**config.mk**
```make
export PLATFORM = sky130hd
export DESIGN_NAME = bitmap_first_fit_allocator_core_flat
export DESIGN_NICKNAME = d
export VERILOG_FILES = /design/src/rtl/core/bfa_pkg.sv /design/src/rtl/core/bfa_cfg_if.sv /design/src/rtl/core/bfa_req_if.sv /design/src/rtl/core/bfa_rsp_if.sv /design/src/rtl/core/bfa_ram.sv /design/src/rtl/core/bitmap_first_fit_allocator_core.sv /design/src/flat_wrapper.sv
export SDC_FILE = /design/constraint.sdc
export NUM_CORES = 2
export LEC_CHECK = 0
export BUFFER_PORTS_ARGS = -buffer_cell sky130_fd_sc_hd__buf_2
export CAP_MARGIN = 30
export CELL_PAD_IN_SITES_DETAIL_PLACEMENT = 1
export CELL_PAD_IN_SITES_GLOBAL_PLACEMENT = 2
export CORE_ASPECT_RATIO = 1.25
export CORE_UTILIZATION = 46
export DETAILED_ROUTE_END_ITERATION = 12
export PLACE_DENSITY = 0.82
export SETUP_SLACK_MARGIN = 0.4
export SYNTH_ARGS = -nofsm -noshare
export SYNTH_HDL_FRONTEND = slang
export SYNTH_SLANG_ARGS = --single-unit
```
**constraint.sdc**
```tcl
create_clock -name clk_i -period 23.3 [get_ports clk_i]
set_input_delay 1.165 -clock clk_i [delete_from_list [all_inputs] [get_ports clk_i]]
set_output_delay 1.165 -clock clk_i [all_outputs]
set_load 0.1 [all_outputs]
```
**src/rtl/core/bfa_pkg.sv**
```systemverilog
`timescale 1ns / 1ps
// ----------------------------------------------------------------------------
// bfa_pkg
// Shared types and constants of the bitmap first-fit block allocator.
// ----------------------------------------------------------------------------
package bfa_pkg;

  // Defaults of the top-level parameters
  localparam int unsigned DEF_MAX_BLOCKS  = 1024;
  localparam int unsigned DEF_BLOCK_BYTES = 16;

  // Fixed sizes
  localparam int unsigned PAGE_BYTES = 4096;
  localparam int unsigned WORD_BITS  = 32;

  // Field widths
  localparam int unsigned CMD_W    = 1;
  localparam int unsigned SIZE_W   = 16;
  localparam int unsigned OFFS_W   = 16;
  localparam int unsigned STATUS_W = 3;
  localparam int unsigned RES_W    = 14;
  localparam int unsigned PAGES_W  = 3;

  localparam int unsigned NUM_PAGE_CODES = 2 ** PAGES_W;
  localparam logic [PAGES_W-1:0] REGION_PAGES_RST = PAGES_W'(4);

  typedef enum logic [CMD_W-1:0] {
    CMD_ALLOC = 1'b0,
    CMD_FREE  = 1'b1
  } cmd_e;

  typedef enum logic [STATUS_W-1:0] {
    STATUS_OK         = 3'd0,
    STATUS_ZERO       = 3'd1,
    STATUS_TOO_BIG    = 3'd2,
    STATUS_NO_RUN     = 3'd3,
    STATUS_OOB        = 3'd4,
    STATUS_MISALIGNED = 3'd5,
    STATUS_RANGE      = 3'd6
  } status_e;

  typedef enum logic [2:0] {
    S_IDLE,
    S_CHECK,
    S_SEARCH,
    S_MARK,
    S_RESP
  } state_e;

endpackage

```
**src/rtl/core/bfa_cfg_if.sv**
```systemverilog
`timescale 1ns / 1ps
// ----------------------------------------------------------------------------
// bfa_cfg_if
// Configuration write channel: region size in pages.
// ----------------------------------------------------------------------------
interface bfa_cfg_if;
  import bfa_pkg::*;

  logic               valid;
  logic               ready;
  logic [PAGES_W-1:0] region_pages;

  modport source (output valid, output region_pages, input ready);
  modport sink   (input valid, input region_pages, output ready);
endinterface

```
**src/rtl/core/bfa_req_if.sv**
```systemverilog
`timescale 1ns / 1ps
// ----------------------------------------------------------------------------
// bfa_req_if
// Request channel: allocate or free command with size and offset.
// ----------------------------------------------------------------------------
interface bfa_req_if;
  import bfa_pkg::*;

  logic              valid;
  logic              ready;
  logic [CMD_W-1:0]  cmd;
  logic [SIZE_W-1:0] size_bytes;
  logic [OFFS_W-1:0] offset_bytes;

  modport source (output valid, output cmd, output size_bytes, output offset_bytes,
                  input ready);
  modport sink   (input valid, input cmd, input size_bytes, input offset_bytes,
                  output ready);
endinterface

```
**src/rtl/core/bfa_rsp_if.sv**
```systemverilog
`timescale 1ns / 1ps
// ----------------------------------------------------------------------------
// bfa_rsp_if
// Response channel: status and allocated byte offset.
// ----------------------------------------------------------------------------
interface bfa_rsp_if;
  import bfa_pkg::*;

  logic                valid;
  logic                ready;
  logic [STATUS_W-1:0] status;
  logic [RES_W-1:0]    result_offset;

  modport source (output valid, output status, output result_offset, input ready);
  modport sink   (input valid, input status, input result_offset, output ready);
endinterface

```
**src/rtl/core/bfa_ram.sv**
```systemverilog
`timescale 1ns / 1ps
// ----------------------------------------------------------------------------
// bfa_ram
// Generic simple dual-port RAM, one write and one registered read port.
// ----------------------------------------------------------------------------
module bfa_ram #(
  parameter int unsigned WIDTH = 32,
  parameter int unsigned DEPTH = 32
) (
  input  logic                     clk_i,
  input  logic                     we_i,
  input  logic [$clog2(DEPTH)-1:0] waddr_i,
  input  logic [WIDTH-1:0]         wdata_i,
  input  logic                     re_i,
  input  logic [$clog2(DEPTH)-1:0] raddr_i,
  output logic [WIDTH-1:0]         rdata_o
);

  logic [WIDTH-1:0] mem [DEPTH];
  logic [WIDTH-1:0] rdata_q;

  always_ff @(posedge clk_i) begin
    if (we_i) begin
      mem[waddr_i] <= wdata_i;
    end
    if (re_i) begin
      rdata_q <= mem[raddr_i];
    end
  end

  assign rdata_o = rdata_q;

endmodule

```
**src/rtl/core/bitmap_first_fit_allocator_core.sv**
```systemverilog
`timescale 1ns / 1ps
// ----------------------------------------------------------------------------
// bitmap_first_fit_allocator_core
// First-fit block allocator over a one-bit-per-block free map kept in RAM.
// ----------------------------------------------------------------------------
// Usage:
//   req_i  : allocate (size) or free (offset, size) item, valid/ready.
//   rsp_o  : one item per request, status and byte offset, valid/ready.
//   cfg_i  : region size in pages, for the user to write only while idle.
// The block has no check of this. One request is worked on at a time. The free
// map sits in a RAM of 32-bit words with one read and one write port; scan and
// marking each move one word per cycle, so the read port sets the rate.
//   allocate : scans the words up to the hit (all words of the region on a miss),
//              then marks the words touched by the run.
//   free     : marks the words touched by the run.
// Rejected items of either kind go straight to the response.
// The next request can be taken in the cycle after the last response is loaded.
// Reset marks every block free at once through per-word valid bits; no
// clearing pass is needed. The region register resets to 4 pages.
// The response sits in an output register: a new request is taken while it
// waits, and the next response waits until the receiver takes the old one.
// ----------------------------------------------------------------------------
module bitmap_first_fit_allocator_core #(
  parameter int unsigned MAX_BLOCKS  = bfa_pkg::DEF_MAX_BLOCKS,
  parameter int unsigned BLOCK_BYTES = bfa_pkg::DEF_BLOCK_BYTES
) (
  input  logic      clk_i,
  input  logic      rst_ni,
  bfa_cfg_if.sink   cfg_i,
  bfa_req_if.sink   req_i,
  bfa_rsp_if.source rsp_o
);
  import bfa_pkg::*;

  localparam int unsigned BIT_W     = $clog2(WORD_BITS);
  localparam int unsigned NUM_WORDS = MAX_BLOCKS / WORD_BITS;
  localparam int unsigned WA_W      = $clog2(NUM_WORDS);
  localparam int unsigned IDX_W     = $clog2(MAX_BLOCKS);
  localparam int unsigned CNT_W     = IDX_W + 1;
  localparam int unsigned BB_SHIFT  = $clog2(BLOCK_BYTES);
  localparam int unsigned TB_W      = CNT_W + BB_SHIFT;
  localparam int unsigned CMP_W     = (TB_W > SIZE_W + 1) ? TB_W : SIZE_W + 1;
  localparam int unsigned SZ1_W     = SIZE_W + 1;
  localparam int unsigned NB_W      = SZ1_W - BB_SHIFT;
  localparam int unsigned FB_W      = OFFS_W - BB_SHIFT;
  localparam int unsigned RNG_W     = (NB_W + 1 > CNT_W) ? NB_W + 1 : CNT_W;
  localparam int unsigned OW_W      = IDX_W + BB_SHIFT + RES_W;
  localparam int unsigned LVLS      = BIT_W;

  // --------------------------------------------------------------------------
  // Region size
  // --------------------------------------------------------------------------
  logic [PAGES_W-1:0] pages_q;
  logic [CNT_W-1:0]   total_lut [NUM_PAGE_CODES];
  logic [CNT_W-1:0]   region_blks;
  logic [TB_W-1:0]    total_bytes;
  logic [IDX_W-1:0]   last_blk;
  logic [WA_W-1:0]    last_word;
  logic [BIT_W-1:0]   last_bit;

  for (genvar g = 0; g < NUM_PAGE_CODES; g++) begin : g_total
    // a page count of zero acts as one page
    localparam int unsigned PG  = (g == 0) ? 1 : g;
    localparam int unsigned RAW = PG * PAGE_BYTES / BLOCK_BYTES;
    localparam int unsigned TOT = (RAW > MAX_BLOCKS) ? MAX_BLOCKS : RAW;
    assign total_lut[g] = CNT_W'(TOT);
  end

  assign region_blks = total_lut[pages_q];
  assign total_bytes = {region_blks, {BB_SHIFT{1'b0}}};
  assign last_blk    = IDX_W'(region_blks - CNT_W'(1));
  assign last_word   = last_blk[IDX_W-1:BIT_W];
  assign last_bit    = last_blk[BIT_W-1:0];

  // --------------------------------------------------------------------------
  // State and registers
  // --------------------------------------------------------------------------
  state_e state_q, state_d;

  cmd_e              cmd_q;
  logic [SIZE_W-1:0] size_q;
  logic [OFFS_W-1:0] off_q;

  logic [CNT_W-1:0]  need_q;
  logic [IDX_W-1:0]  lo_q, hi_q;
  logic              set_free_q;
  status_e           status_q;
  logic [RES_W-1:0]  res_q;

  logic [WA_W-1:0]   srch_addr_q;
  logic              srch_issue_q;
  logic [CNT_W-1:0]  run_q;
  logic              s1_vld_q;
  logic [WA_W-1:0]   s1_word_q;
  logic              s2_vld_q;
  logic [WA_W-1:0]   s2_word_q;
  logic              s2_all_q [WORD_BITS];
  logic [BIT_W:0]    s2_suf_q [WORD_BITS];

  logic [WA_W-1:0]   mk_addr_q;
  logic              mk_issue_q;
  logic              m1_vld_q;
  logic [WA_W-1:0]   m1_word_q;

  logic [NUM_WORDS-1:0] map_vld_q;
  logic                 row_vld_q;

  logic                rsp_vld_q;
  logic [STATUS_W-1:0] rsp_status_q;
  logic [RES_W-1:0]    rsp_off_q;

  // --------------------------------------------------------------------------
  // Free map RAM
  // --------------------------------------------------------------------------
  logic                 rd_en;
  logic [WA_W-1:0]      rd_addr;
  logic                 wr_en;
  logic [WORD_BITS-1:0] wr_data;
  logic [WORD_BITS-1:0] rd_data;
  logic [WORD_BITS-1:0] map_word;

  bfa_ram #(
    .WIDTH (WORD_BITS),
    .DEPTH (NUM_WORDS)
  ) u_map_ram (
    .clk_i   (clk_i),
    .we_i    (wr_en),
    .waddr_i (m1_word_q),
    .wdata_i (wr_data),
    .re_i    (rd_en),
    .raddr_i (rd_addr),
    .rdata_o (rd_data)
  );

  // a row never written reads as all free
  assign map_word = row_vld_q ? rd_data : '1;

  // --------------------------------------------------------------------------
  // Request checks
  // --------------------------------------------------------------------------
  logic [SZ1_W-1:0] sz_sum;
  logic [NB_W-1:0]  blocks_sz;
  logic [FB_W-1:0]  first_blk;
  logic [RNG_W-1:0] count_w, first_w, range_end;
  logic             size_big, off_oob, off_mis, range_bad;
  status_e          chk_status;

  assign sz_sum    = SZ1_W'(size_q) + SZ1_W'(BLOCK_BYTES - 1);
  assign blocks_sz = sz_sum[SZ1_W-1:BB_SHIFT];
  assign first_blk = off_q[OFFS_W-1:BB_SHIFT];
  assign count_w   = RNG_W'(blocks_sz);
  assign first_w   = RNG_W'(first_blk);
  assign range_end = first_w + count_w;
  assign size_big  = CMP_W'(size_q) > CMP_W'(total_bytes);
  assign off_oob   = CMP_W'(off_q) >= CMP_W'(total_bytes);
  assign off_mis   = off_q[BB_SHIFT-1:0] != '0;
  assign range_bad = range_end > RNG_W'(region_blks);

  always_comb begin
    chk_status = STATUS_OK;
    if (size_q == '0) begin
      chk_status = STATUS_ZERO;
    end else if (cmd_q == CMD_ALLOC) begin
      if (size_big) begin
        chk_status = STATUS_TOO_BIG;
      end
    end else if (off_oob) begin
      chk_status = STATUS_OOB;
    end else if (off_mis) begin
      chk_status = STATUS_MISALIGNED;
    end else if (range_bad) begin
      chk_status = STATUS_RANGE;
    end
  end

  // --------------------------------------------------------------------------
  // Search stage A: run lengths inside one word (prefix tree)
  // --------------------------------------------------------------------------
  logic [WORD_BITS-1:0] srch_word;
  logic                 all_l [LVLS+1][WORD_BITS];
  logic [BIT_W:0]       suf_l [LVLS+1][WORD_BITS];

  always_comb begin
    for (int b = 0; b < WORD_BITS; b++) begin
      // blocks past the region end count as used
      srch_word[b] = map_word[b] &
                     ((s1_word_q != last_word) || (BIT_W'(b) <= last_bit));
    end
    for (int b = 0; b < WORD_BITS; b++) begin
      all_l[0][b] = srch_word[b];
      suf_l[0][b] = (BIT_W + 1)'(srch_word[b]);
    end
    for (int lv = 0; lv < LVLS; lv++) begin
      for (int b = 0; b < WORD_BITS; b++) begin
        if (b >= (1 << lv)) begin
          all_l[lv+1][b] = all_l[lv][b] & all_l[lv][b-(1<<lv)];
          suf_l[lv+1][b] = all_l[lv][b] ? suf_l[lv][b] + suf_l[lv][b-(1<<lv)]
                                         : suf_l[lv][b];
        end else begin
          all_l[lv+1][b] = all_l[lv][b];
          suf_l[lv+1][b] = suf_l[lv][b];
        end
      end
    end
  end

  // --------------------------------------------------------------------------
  // Search stage B: carry in the open run, find the first fit
  // --------------------------------------------------------------------------
  logic [CNT_W-1:0] eff     [WORD_BITS];
  logic [WORD_BITS-1:0] hit;
  logic             hit_any;
  logic [BIT_W-1:0] hit_bit;
  logic [IDX_W-1:0] hit_hi, hit_lo;
  logic [CNT_W-1:0] run_next;
  logic [OW_W-1:0]  hit_off;
  logic             srch_hit, srch_miss;

  always_comb begin
    for (int b = 0; b < WORD_BITS; b++) begin
      eff[b] = s2_all_q[b] ? run_q + CNT_W'(b + 1) : CNT_W'(s2_suf_q[b]);
      hit[b] = eff[b] >= need_q;
    end
    hit_any = 1'b0;
    hit_bit = '0;
    for (int b = WORD_BITS - 1; b >= 0; b--) begin
      if (hit[b]) begin
        hit_any = 1'b1;
        hit_bit = BIT_W'(b);
      end
    end
  end

  assign hit_hi    = {s2_word_q, hit_bit};
  assign hit_lo    = hit_hi - need_q[IDX_W-1:0] + IDX_W'(1);
  assign hit_off   = OW_W'(hit_lo) << BB_SHIFT;
  assign run_next  = s2_all_q[WORD_BITS-1] ? run_q + CNT_W'(WORD_BITS)
                                           : CNT_W'(s2_suf_q[WORD_BITS-1]);
  assign srch_hit  = (state_q == S_SEARCH) && s2_vld_q && hit_any;
  assign srch_miss = (state_q == S_SEARCH) && s2_vld_q && !hit_any &&
                     (s2_word_q == last_word);

  // --------------------------------------------------------------------------
  // Marking: read-modify-write of each word of the run
  // --------------------------------------------------------------------------
  logic [WA_W-1:0]      lo_word, hi_word;
  logic [BIT_W-1:0]     lo_bit, hi_bit;
  logic [WORD_BITS-1:0] mk_mask;
  logic                 mk_done;

  assign lo_word = lo_q[IDX_W-1:BIT_W];
  assign hi_word = hi_q[IDX_W-1:BIT_W];
  assign lo_bit  = (m1_word_q == lo_word) ? lo_q[BIT_W-1:0] : '0;
  assign hi_bit  = (m1_word_q == hi_word) ? hi_q[BIT_W-1:0] : '1;

  always_comb begin
    for (int b = 0; b < WORD_BITS; b++) begin
      mk_mask[b] = (BIT_W'(b) >= lo_bit) && (BIT_W'(b) <= hi_bit);
    end
  end

  assign wr_en   = (state_q == S_MARK) && m1_vld_q;
  assign wr_data = set_free_q ? (map_word | mk_mask) : (map_word & ~mk_mask);
  assign mk_done = wr_en && (m1_word_q == hi_word);

  // --------------------------------------------------------------------------
  // FSM: next state
  // --------------------------------------------------------------------------
  logic req_acc, rsp_load;

  assign req_acc  = req_i.valid && req_i.ready;
  assign rsp_load = (state_q == S_RESP) && (!rsp_vld_q || rsp_o.ready);

  always_comb begin
    state_d = state_q;
    unique case (state_q)
      S_IDLE: begin
        if (req_acc) begin
          state_d = S_CHECK;
        end
      end
      S_CHECK: begin
        if (chk_status != STATUS_OK) begin
          state_d = S_RESP;
        end else if (cmd_q == CMD_ALLOC) begin
          state_d = S_SEARCH;
        end else begin
          state_d = S_MARK;
        end
      end
      S_SEARCH: begin
        if (srch_hit) begin
          state_d = S_MARK;
        end else if (srch_miss) begin
          state_d = S_RESP;
        end
      end
      S_MARK: begin
        if (mk_done) begin
          state_d = S_RESP;
        end
      end
      S_RESP: begin
        if (rsp_load) begin
          state_d = S_IDLE;
        end
      end
      default: state_d = S_IDLE;
    endcase
  end

  // --------------------------------------------------------------------------
  // FSM: outputs
  // --------------------------------------------------------------------------
  always_comb begin
    req_i.ready = 1'b0;
    rd_en       = 1'b0;
    rd_addr     = srch_addr_q;
    unique case (state_q)
      S_IDLE: begin
        req_i.ready = 1'b1;
      end
      S_SEARCH: begin
        rd_en   = srch_issue_q;
        rd_addr = srch_addr_q;
      end
      S_MARK: begin
        rd_en   = mk_issue_q;
        rd_addr = mk_addr_q;
      end
      S_CHECK, S_RESP: begin
        rd_en = 1'b0;
      end
      default: rd_en = 1'b0;
    endcase
  end

  assign cfg_i.ready         = 1'b1;
  assign rsp_o.valid         = rsp_vld_q;
  assign rsp_o.status        = rsp_status_q;
  assign rsp_o.result_offset = rsp_off_q;

  // --------------------------------------------------------------------------
  // Control registers
  // --------------------------------------------------------------------------
  always_ff @(posedge clk_i or negedge rst_ni) begin
    if (!rst_ni) begin
      state_q      <= S_IDLE;
      pages_q      <= REGION_PAGES_RST;
      srch_issue_q <= 1'b0;
      mk_issue_q   <= 1'b0;
      s1_vld_q     <= 1'b0;
      s2_vld_q     <= 1'b0;
      m1_vld_q     <= 1'b0;
      rsp_vld_q    <= 1'b0;
      map_vld_q    <= '0;
    end else begin
      state_q <= state_d;
      if (cfg_i.valid && cfg_i.ready) begin
        pages_q <= cfg_i.region_pages;
      end

      // scan issue
      if (state_q == S_CHECK) begin
        srch_issue_q <= 1'b1;
      end else if (state_q == S_SEARCH && srch_issue_q && srch_addr_q == last_word) begin
        srch_issue_q <= 1'b0;
      end
      s1_vld_q <= (state_q == S_SEARCH) && srch_issue_q && !srch_hit;
      s2_vld_q <= (state_q == S_SEARCH) && s1_vld_q && !srch_hit;

      // mark issue
      if ((state_q == S_CHECK && state_d == S_MARK) || srch_hit) begin
        mk_issue_q <= 1'b1;
      end else if (state_q == S_MARK && mk_issue_q && mk_addr_q == hi_word) begin
        mk_issue_q <= 1'b0;
      end
      m1_vld_q <= (state_q == S_MARK) && mk_issue_q;

      if (wr_en) begin
        map_vld_q[m1_word_q] <= 1'b1;
      end

      if (rsp_load) begin
        rsp_vld_q <= 1'b1;
      end else if (rsp_o.ready) begin
        rsp_vld_q <= 1'b0;
      end
    end
  end

  // --------------------------------------------------------------------------
  // Datapath registers
  // --------------------------------------------------------------------------
  always_ff @(posedge clk_i) begin
    if (req_acc) begin
      cmd_q  <= cmd_e'(req_i.cmd);
      size_q <= req_i.size_bytes;
      off_q  <= req_i.offset_bytes;
    end

    if (rd_en) begin
      row_vld_q <= map_vld_q[rd_addr];
    end

    if (state_q == S_CHECK) begin
      status_q    <= chk_status;
      res_q       <= '0;
      need_q      <= count_w[CNT_W-1:0];
      lo_q        <= first_w[IDX_W-1:0];
      hi_q        <= IDX_W'(range_end - RNG_W'(1));
      set_free_q  <= (cmd_q == CMD_FREE);
      srch_addr_q <= '0;
      mk_addr_q   <= first_w[IDX_W-1:BIT_W];
      run_q       <= '0;
    end

    if (state_q == S_SEARCH) begin
      if (srch_issue_q) begin
        srch_addr_q <= srch_addr_q + WA_W'(1);
      end
      s1_word_q <= srch_addr_q;
      s2_word_q <= s1_word_q;
      for (int b = 0; b < WORD_BITS; b++) begin
        s2_all_q[b] <= all_l[LVLS][b];
        s2_suf_q[b] <= suf_l[LVLS][b];
      end
      if (s2_vld_q) begin
        run_q <= run_next;
      end
      if (srch_hit) begin
        lo_q      <= hit_lo;
        hi_q      <= hit_hi;
        mk_addr_q <= hit_lo[IDX_W-1:BIT_W];
        res_q     <= hit_off[RES_W-1:0];
      end else if (srch_miss) begin
        status_q <= STATUS_NO_RUN;
      end
    end

    if (state_q == S_MARK) begin
      if (mk_issue_q) begin
        mk_addr_q <= mk_addr_q + WA_W'(1);
      end
      m1_word_q <= mk_addr_q;
    end

    if (rsp_load) begin
      rsp_status_q <= status_q;
      rsp_off_q    <= res_q;
    end
  end

endmodule

```
**src/flat_wrapper.sv**
```systemverilog
// flat-port wrapper written by rule: the top's interface ports become plain ports
module bitmap_first_fit_allocator_core_flat import bfa_pkg::*;
#(
  parameter int unsigned MAX_BLOCKS  = bfa_pkg::DEF_MAX_BLOCKS,
  parameter int unsigned BLOCK_BYTES = bfa_pkg::DEF_BLOCK_BYTES
)
  (clk_i, rst_ni, cfg_i_valid, cfg_i_region_pages, cfg_i_ready, req_i_valid, req_i_cmd, req_i_size_bytes, req_i_offset_bytes, req_i_ready, rsp_o_valid, rsp_o_status, rsp_o_result_offset, rsp_o_ready);
  bfa_cfg_if cfg_i_i ();
  bfa_req_if req_i_i ();
  bfa_rsp_if rsp_o_i ();
  input  logic clk_i;
  input  logic rst_ni;
  input wire logic [$bits(cfg_i_i.valid)-1:0] cfg_i_valid;
  input wire logic [$bits(cfg_i_i.region_pages)-1:0] cfg_i_region_pages;
  output wire logic [$bits(cfg_i_i.ready)-1:0] cfg_i_ready;
  input wire logic [$bits(req_i_i.valid)-1:0] req_i_valid;
  input wire logic [$bits(req_i_i.cmd)-1:0] req_i_cmd;
  input wire logic [$bits(req_i_i.size_bytes)-1:0] req_i_size_bytes;
  input wire logic [$bits(req_i_i.offset_bytes)-1:0] req_i_offset_bytes;
  output wire logic [$bits(req_i_i.ready)-1:0] req_i_ready;
  output wire logic [$bits(rsp_o_i.valid)-1:0] rsp_o_valid;
  output wire logic [$bits(rsp_o_i.status)-1:0] rsp_o_status;
  output wire logic [$bits(rsp_o_i.result_offset)-1:0] rsp_o_result_offset;
  input wire logic [$bits(rsp_o_i.ready)-1:0] rsp_o_ready;
  assign cfg_i_i.valid = cfg_i_valid;
  assign cfg_i_i.region_pages = cfg_i_region_pages;
  assign cfg_i_ready = cfg_i_i.ready;
  assign req_i_i.valid = req_i_valid;
  assign req_i_i.cmd = req_i_cmd;
  assign req_i_i.size_bytes = req_i_size_bytes;
  assign req_i_i.offset_bytes = req_i_offset_bytes;
  assign req_i_ready = req_i_i.ready;
  assign rsp_o_valid = rsp_o_i.valid;
  assign rsp_o_status = rsp_o_i.status;
  assign rsp_o_result_offset = rsp_o_i.result_offset;
  assign rsp_o_i.ready = rsp_o_ready;
  bitmap_first_fit_allocator_core #(.MAX_BLOCKS(MAX_BLOCKS), .BLOCK_BYTES(BLOCK_BYTES)) u_core (.clk_i(clk_i), .rst_ni(rst_ni), .cfg_i(cfg_i_i), .req_i(req_i_i), .rsp_o(rsp_o_i));
endmodule
```
* Yosys cells after proc, flatten, opt, wreduce, memory -nomap -nowiden
Memory sizes are Yosys's and may differ from the RTL's. A register that Yosys moved wholly into a read port is not among the register bits. Cells that the tools add are included.
Storage, ports and cells: word-level logic and storage cells 891, register bits 180, output and inout bits 20, memories 4, RAM bits 1248, ROM bits 88
Cells by class: mux-type cells 286, $lt $le $gt $ge 135, add/sub/neg operators 169, equal/unequal tests 11, bitwise gates (word level) 166, reductions and logical operators 93
Memory list:
- u_core.u_map_ram.mem | depth 32, width 32, rd ports 1, clocked after Yosys merged registers in 1, write ports 1, line bfa_ram.sv:19 | logic [WIDTH-1:0] mem [DEPTH];
- u_core.s2_suf_q | depth 32, width 6, rd ports 32, clocked after Yosys merged registers in 0, write ports 32, line bitmap_first_fit_allocator_core.sv:98 | logic [BIT_W:0] s2_suf_q [WORD_BITS];
- (no name shown) | depth 8, width 11, rd ports 1, clocked after Yosys merged registers in 0, write ports 0, line bitmap_first_fit_allocator_core.sv:69 | assign region_blks = total_lut[pages_q];
- u_core.s2_all_q | depth 32, width 1, rd ports 32, clocked after Yosys merged registers in 0, write ports 32, line bitmap_first_fit_allocator_core.sv:97 | logic s2_all_q [WORD_BITS];
Operators by type and width (count):
- 6-bit two-way mux | 129
- 6-bit adder | 94
- 11-bit two-way mux | 37
- 11-bit >= comparator | 32
- 5-bit two-way mux | 43
- 11-bit by 5-bit adder with 11-bit output, second input constant | 16
- 1-bit AND | 161
- 5-bit less-or-equal comparator, first input constant | 32
- 11-bit by 4-bit adder with 11-bit output, second input constant | 8
- 5-bit >= comparator, first input constant | 16
- 4-bit by 5-bit less-or-equal comparator with 1-bit output, first input constant | 16
- 32-bit two-way mux | 2
- 32-bit bitwise OR | 2
- 1-bit by 1-bit adder with 2-bit output | 31
- 10-bit two-way mux | 6
- 1-bit logical AND | 49
- 1-bit two-way mux | 46
- 3-bit two-way mux | 15
- 11-bit by 3-bit adder with 11-bit output, second input constant | 4
- 14-bit two-way mux | 3
- 4-bit by 5-bit >= comparator with 1-bit output, first input constant | 8
- 3-bit by 5-bit less-or-equal comparator with 1-bit output, first input constant | 8
- 1-bit logical OR | 34
- 32-bit AND | 1
- 39 further kinds | 67

* Logic depth before layout (Yosys ltp)
depth after elaboration 45, mapped depth 33, gate-level depth less buffers 31

* By module
Synthesis repeated with hierarchy kept, for this count alone.
Second synthesis, totals: cells, all modules 6958, area total of the unflattened synthesis 82929.5 sq um
Modules (own cells, without submodules):
- bitmap_first_fit_allocator_core | cells each 4698, area an instance 42115.4 sq um, seq. area each 10341.2 sq um, times used 1
- bfa_ram | cells each 2260, area an instance 40814.1 sq um, seq. area each 31710.4 sq um, times used 1

* Worst setup path before layout
No wires, ideal clock.
path type reg2reg, start reg u_core.state_q[0], end reg u_core.hi_q[9], cell stages (with the launch flop) 6, arrival time 20.100 ns, path buffers 0, setup slack 3.079 ns, data required time 23.179 ns, clock period less this slack 20.221 ns, cells stage by stage dfrtp_1 > nor3b_1 > nand2_1 > a31oi_4 > inv_1 > mux2_2
On the way: cells in the longest elaborated chain, start to end 5
RTL lines:
- start: declaration | line bitmap_first_fit_allocator_core.sv:78 | state_e state_q, state_d;
- start signal: assignment | line bitmap_first_fit_allocator_core.sv:358 | state_q <= state_d;
- 3-bit by 2-bit equality test with 1-bit output | line bitmap_first_fit_allocator_core.sv:239, bitmap_first_fit_allocator_core.sv:418
- 1-bit logical AND (2 in a row) | line bitmap_first_fit_allocator_core.sv:239 | assign srch_hit = (state_q == S_SEARCH) && s2_vld_q && hit_any;
- 10-bit two-way mux | line bitmap_first_fit_allocator_core.sv:431 | if (srch_hit) begin
- 10-bit two-way mux (*) | line bitmap_first_fit_allocator_core.sv:418 | if (state_q == S_SEARCH) begin
- end signal: assignment | line bitmap_first_fit_allocator_core.sv:411 | hi_q <= IDX_W'(range_end - RNG_W'(1));
- end signal: assignment | line bitmap_first_fit_allocator_core.sv:433 | hi_q <= hit_hi;
- end: declaration | line bitmap_first_fit_allocator_core.sv:85 | logic [IDX_W-1:0] lo_q, hi_q;
Mark *: on every way between the ends. The rest lies on a longest branch, timed or not. A chain may end at the register's enable or synchronous reset.

* Worst setup path in the final report
start reg u_core.run_q[5], end reg u_core.mk_addr_q[4]
On the way: cells in the longest elaborated chain, start to end 41
RTL lines:
- start: declaration | line bitmap_first_fit_allocator_core.sv:92 | logic [CNT_W-1:0] run_q;
- start signal: assignment | line bitmap_first_fit_allocator_core.sv:429 | run_q <= run_next;
- 11-bit by 6-bit adder with 11-bit output | line bitmap_first_fit_allocator_core.sv:221 | eff[b] = s2_all_q[b] ? run_q + CNT_W'(b + 1) : CNT_W'(s2_suf_q[b]);
- 11-bit two-way mux | line bitmap_first_fit_allocator_core.sv:221
- 11-bit >= comparator | line bitmap_first_fit_allocator_core.sv:222 | hit[b] = eff[b] >= need_q;
- 5-bit two-way mux (32 in a row) | line bitmap_first_fit_allocator_core.sv:227 | if (hit[b]) begin
- 10-bit subtractor | line bitmap_first_fit_allocator_core.sv:235 | assign hit_lo = hit_hi - need_q[IDX_W-1:0] + IDX_W'(1);
- 10-bit by 1-bit adder with 10-bit output | line bitmap_first_fit_allocator_core.sv:235
- 5-bit two-way mux (*) | line bitmap_first_fit_allocator_core.sv:431
- 5-bit two-way mux (*) | line bitmap_first_fit_allocator_core.sv:418
- 5-bit two-way mux | line bitmap_first_fit_allocator_core.sv:442 | if (mk_issue_q) begin
- 5-bit two-way mux (*) | line bitmap_first_fit_allocator_core.sv:441 | if (state_q == S_MARK) begin
- end signal: assignment | line bitmap_first_fit_allocator_core.sv:414 | mk_addr_q <= first_w[IDX_W-1:BIT_W];
- end signal: assignment | line bitmap_first_fit_allocator_core.sv:434 | mk_addr_q <= hit_lo[IDX_W-1:BIT_W];
- end signal: assignment | line bitmap_first_fit_allocator_core.sv:443 | mk_addr_q <= mk_addr_q + WA_W'(1);
- end: declaration | line bitmap_first_fit_allocator_core.sv:100 | logic [WA_W-1:0] mk_addr_q;
Marked as above.

==> impl_metrics.tcl <==
set metrics [dict create \
    outcome "finished, final reports clean" \
    num_vias 55810 \
    ys.warnings.count 0 \
    finalSetupViolCount 0 \
    p_sw_uw 3315 \
    numClockSinks 1427 \
    grt_pass1_wl_um 397900 \
    fp.dieW_um 379.9 \
    multi_input_area_um2 38780 \
    timing.fmax_ghz 0.1191 \
    initial_core_util_pct 46.26 \
    cts.repair.resized 0 \
    powerDensity_nw_per_um2 100.9 \
    die_height_um 474.4 \
    p_leak_uw 0.03523 \
    wl_met1_um 103700 \
    wire_per_inst_um 29.74 \
    hold_class "reg -> reg" \
    core_um2 177500 \
    finClkSkew_ps 78.66 \
    ir_drop_uv 90.94 \
    critPathCaptureType "register" \
    drt-initial-drc-count 4022 \
    routed_wl_um 272200 \
    pwr-share-clk_pct 25.8 \
    rsz0062_at_grt "no" \
    maxCapViolCount 0 \
    p_sw_share_pct 36.15 \
    timing.hold.ws_ps 391.9 \
    syn_avg_cell_area_um2 12.48 \
    cts_buffer_depth 3 \
    numPortBuffers 59 \
    drive_gt1_share_pct 14.53 \
    seq_power_share_pct 36.3 \
    cts_max_level 4 \
    ys_async_sr_fraction_pct 3.083 \
    grt.total_usage_pct 30.11 \
    top_layer "met5" \
    synth-edff-count 1325 \
    start_kind "register" \
    detailed_place_hpwl_um 185800 \
    mostFrequentLayoutCells "edfxtp_1, nand2_1, ha_1" \
    synth_fp_nets 7400 \
    ios 61 \
    ff_latch_area_um2 42060 \
    worstMarginPinSlew_ps 1046 \
    grt_pass1_vias 59220 \
    netlist_area_um2 82110 \
    grt_overflow 0 \
    synth_cells 6582 \
    antenna_found_initial 6 \
    root_buffer "clkbuf_16" \
    required_ps 24020 \
    finalNetCount 7490 \
    firstDrtPassIters 8 \
    route.met3.wl_um 12220 \
    grt_max_degree 137 \
    ys_ff_latch 1427 \
    fin_tns_setup_ps 0 \
    die-area_um2 180200 \
    insertion_delay_ps 820 \
    drcViolationCount 0 \
    viasPerCell 6.099 \
    cts_buffers 142 \
    cts.reportedPaths.clkPinSlew_ps 70 \
    dr_wl_met2_um 138800 \
    arrival_ps 9120 \
    combPwrFrac_pct 37.9 \
    detail-route-antenna-nets 0 \
    ys_seq_area_share_pct 51.21 \
    cts_tree "yes" \
    postCtsHoldBufs 0 \
    ys_types 93 \
    fin_crit_ps 8396 \
    drv_slew 0 \
    cp_max_fo 28 \
    path_common_cell "ha_1" \
    p_int_uw 5855 \
    post-cts-setup-buffer-count 0 \
    fill_cells 17970 \
    hold_viol 0 \
    crit_type "reg -> reg" \
    synth_ff_type "edfxtp_1" \
    area_delta_synth_final_pct 10.72 \
    slew_headroom_pct 30.25 \
    p_total_uw 9171 \
    gp_congestion 0.9773 \
    final_common_cell "edfxtp_1" \
    finalCritPeriodShare_pct 36.04 \
    cp_slowest_cell "o32ai_1" \
    critical-path-max-stage-delay_ps 880 \
    fp-row-count 173 \
]
[critical path, delay by kind of cell (launching register included)]
kind / cells / cell delay (ps)
compound gates: 12 / 3680
xor+xnor: 2 / 380
fa+ha+maj: 5 / 1590
buf+inv: 2 / 910
flops: 1 / 520
simple gates: 7 / 1160
[logic make-up after synthesis]
kind of cell             count (synthesis)  synth area share (%)
AND/OR/NAND/NOR                       1979                 11.56
flip-flops                            1427                 51.21
AO/OA/AOI/OAI                         1116                 8.480
adder cells (fa/ha/maj)                777                 12.72
multiplexers                           513                 10.50
buffers and inverters                  449                 2.107
XOR/XNOR                               320                 3.413
other                                    1              0.004567
[Yosys cell counts, types with 71 or more instances]
library cell	number	area [um2]
nor2b_1	79	494.2
ha_1	681	8521
and2_1	246	1539
fa_1	96	1922
nand3_1	226	1131
mux2_2	150	1689
edfxtp_1	1325	39790
a21oi_1	321	1607
a21boi_0	71	533.0
inv_1	158	593.1
a21o_1	131	983.4
xnor2_1	231	2023
or3_1	73	456.7
o21ai_0	305	1526
mux2i_1	99	991.0
nor2_1	368	1381
clkbuf_1	197	739.5
xor2_1	89	779.5
nand2_1	705	2646
mux4_2	264	5946
[area by class of cell]
| class | count | share of cell area (%) |
|---|---|---|
| Timing Repair Buffer | 211 | 1.817 |
| Sequential cell | 1427 | 46.26 |
| Clock inverter | 82 | 1.078 |
| Multi-Input combinational cell | 4706 | 42.66 |
| Antenna cell | 2 | 0.005505 |
| Tap cell | 2362 | 3.251 |
| Clock buffer | 178 | 4.171 |
| Inverter | 184 | 0.7597 |
[worst paths after layout]
check / start / slack, ps / depth (start not counted) / endpoint
max: u_core.run_q[5] / 14900 / 28 / u_core.mk_addr_q[4]
min: u_core.res_q[5] / 390 / 0 / u_core.rsp_o.result_offset[5]
max reg2reg: u_core.run_q[5] / 14900 / 28 / u_core.mk_addr_q[4]
min reg2reg: u_core.res_q[5] / 390 / 0 / u_core.rsp_o.result_offset[5]
max in group asynchronous: rst_ni / 22370 / 2 / u_core.map_vld_q[17]
min in group asynchronous: rst_ni / 480 / 2 / u_core.pages_q[1]
[metal layers]
metal	vias to the layer above	GRT usage [%]
met2	1775	53.63
met4	4	17.62
met5	-	0
met3	657	3.337
li1	24730	-
met1	28650	35.04
[flip-flops by register name (all words and copies together), names as in the netlist, 11 cells and up]
name	flops
u_core.run_q	11
u_core.need_q	11
u_core.map_vld_q	32
u_core.u_map_ram.mem	1024
u_core.s2_all_q	31
u_core.size_q	16
u_core.s2_suf_q	160
u_core.res_q	14
u_core.rsp_o.result_offset	14
u_core.u_map_ram.rdata_o	32
u_core.off_q	16
[through the flow]
step	util [%]	std cells	area, um2	worst slack [ps]
2_1_floorplan	-	6582	82110	3079
3_3_place_gp	48.35	8870	85820	15180
3_5_place_dp	48.49	8887	86080	15040
4_1_cts	51.18	9147	90850	14950
5_1_grt	51.22	9151	90910	14520
6_report	51.22	9152	90910	14900
[power by group through the flow]
stage / sequential [uW] / clock [uW] / combinational (uW)
3_5_place_dp: 3380 / 0 / 3450
6_report: 3330 / 2360 / 3480
3_3_place_gp: 3380 / 0 / 3280
5_1_grt: 3340 / 2470 / 3800
2_1_floorplan: 3390 / 0 / 2350
4_1_cts: 3330 / 2400 / 3470
No activity file was read; power rests on OpenSTA's default activity.
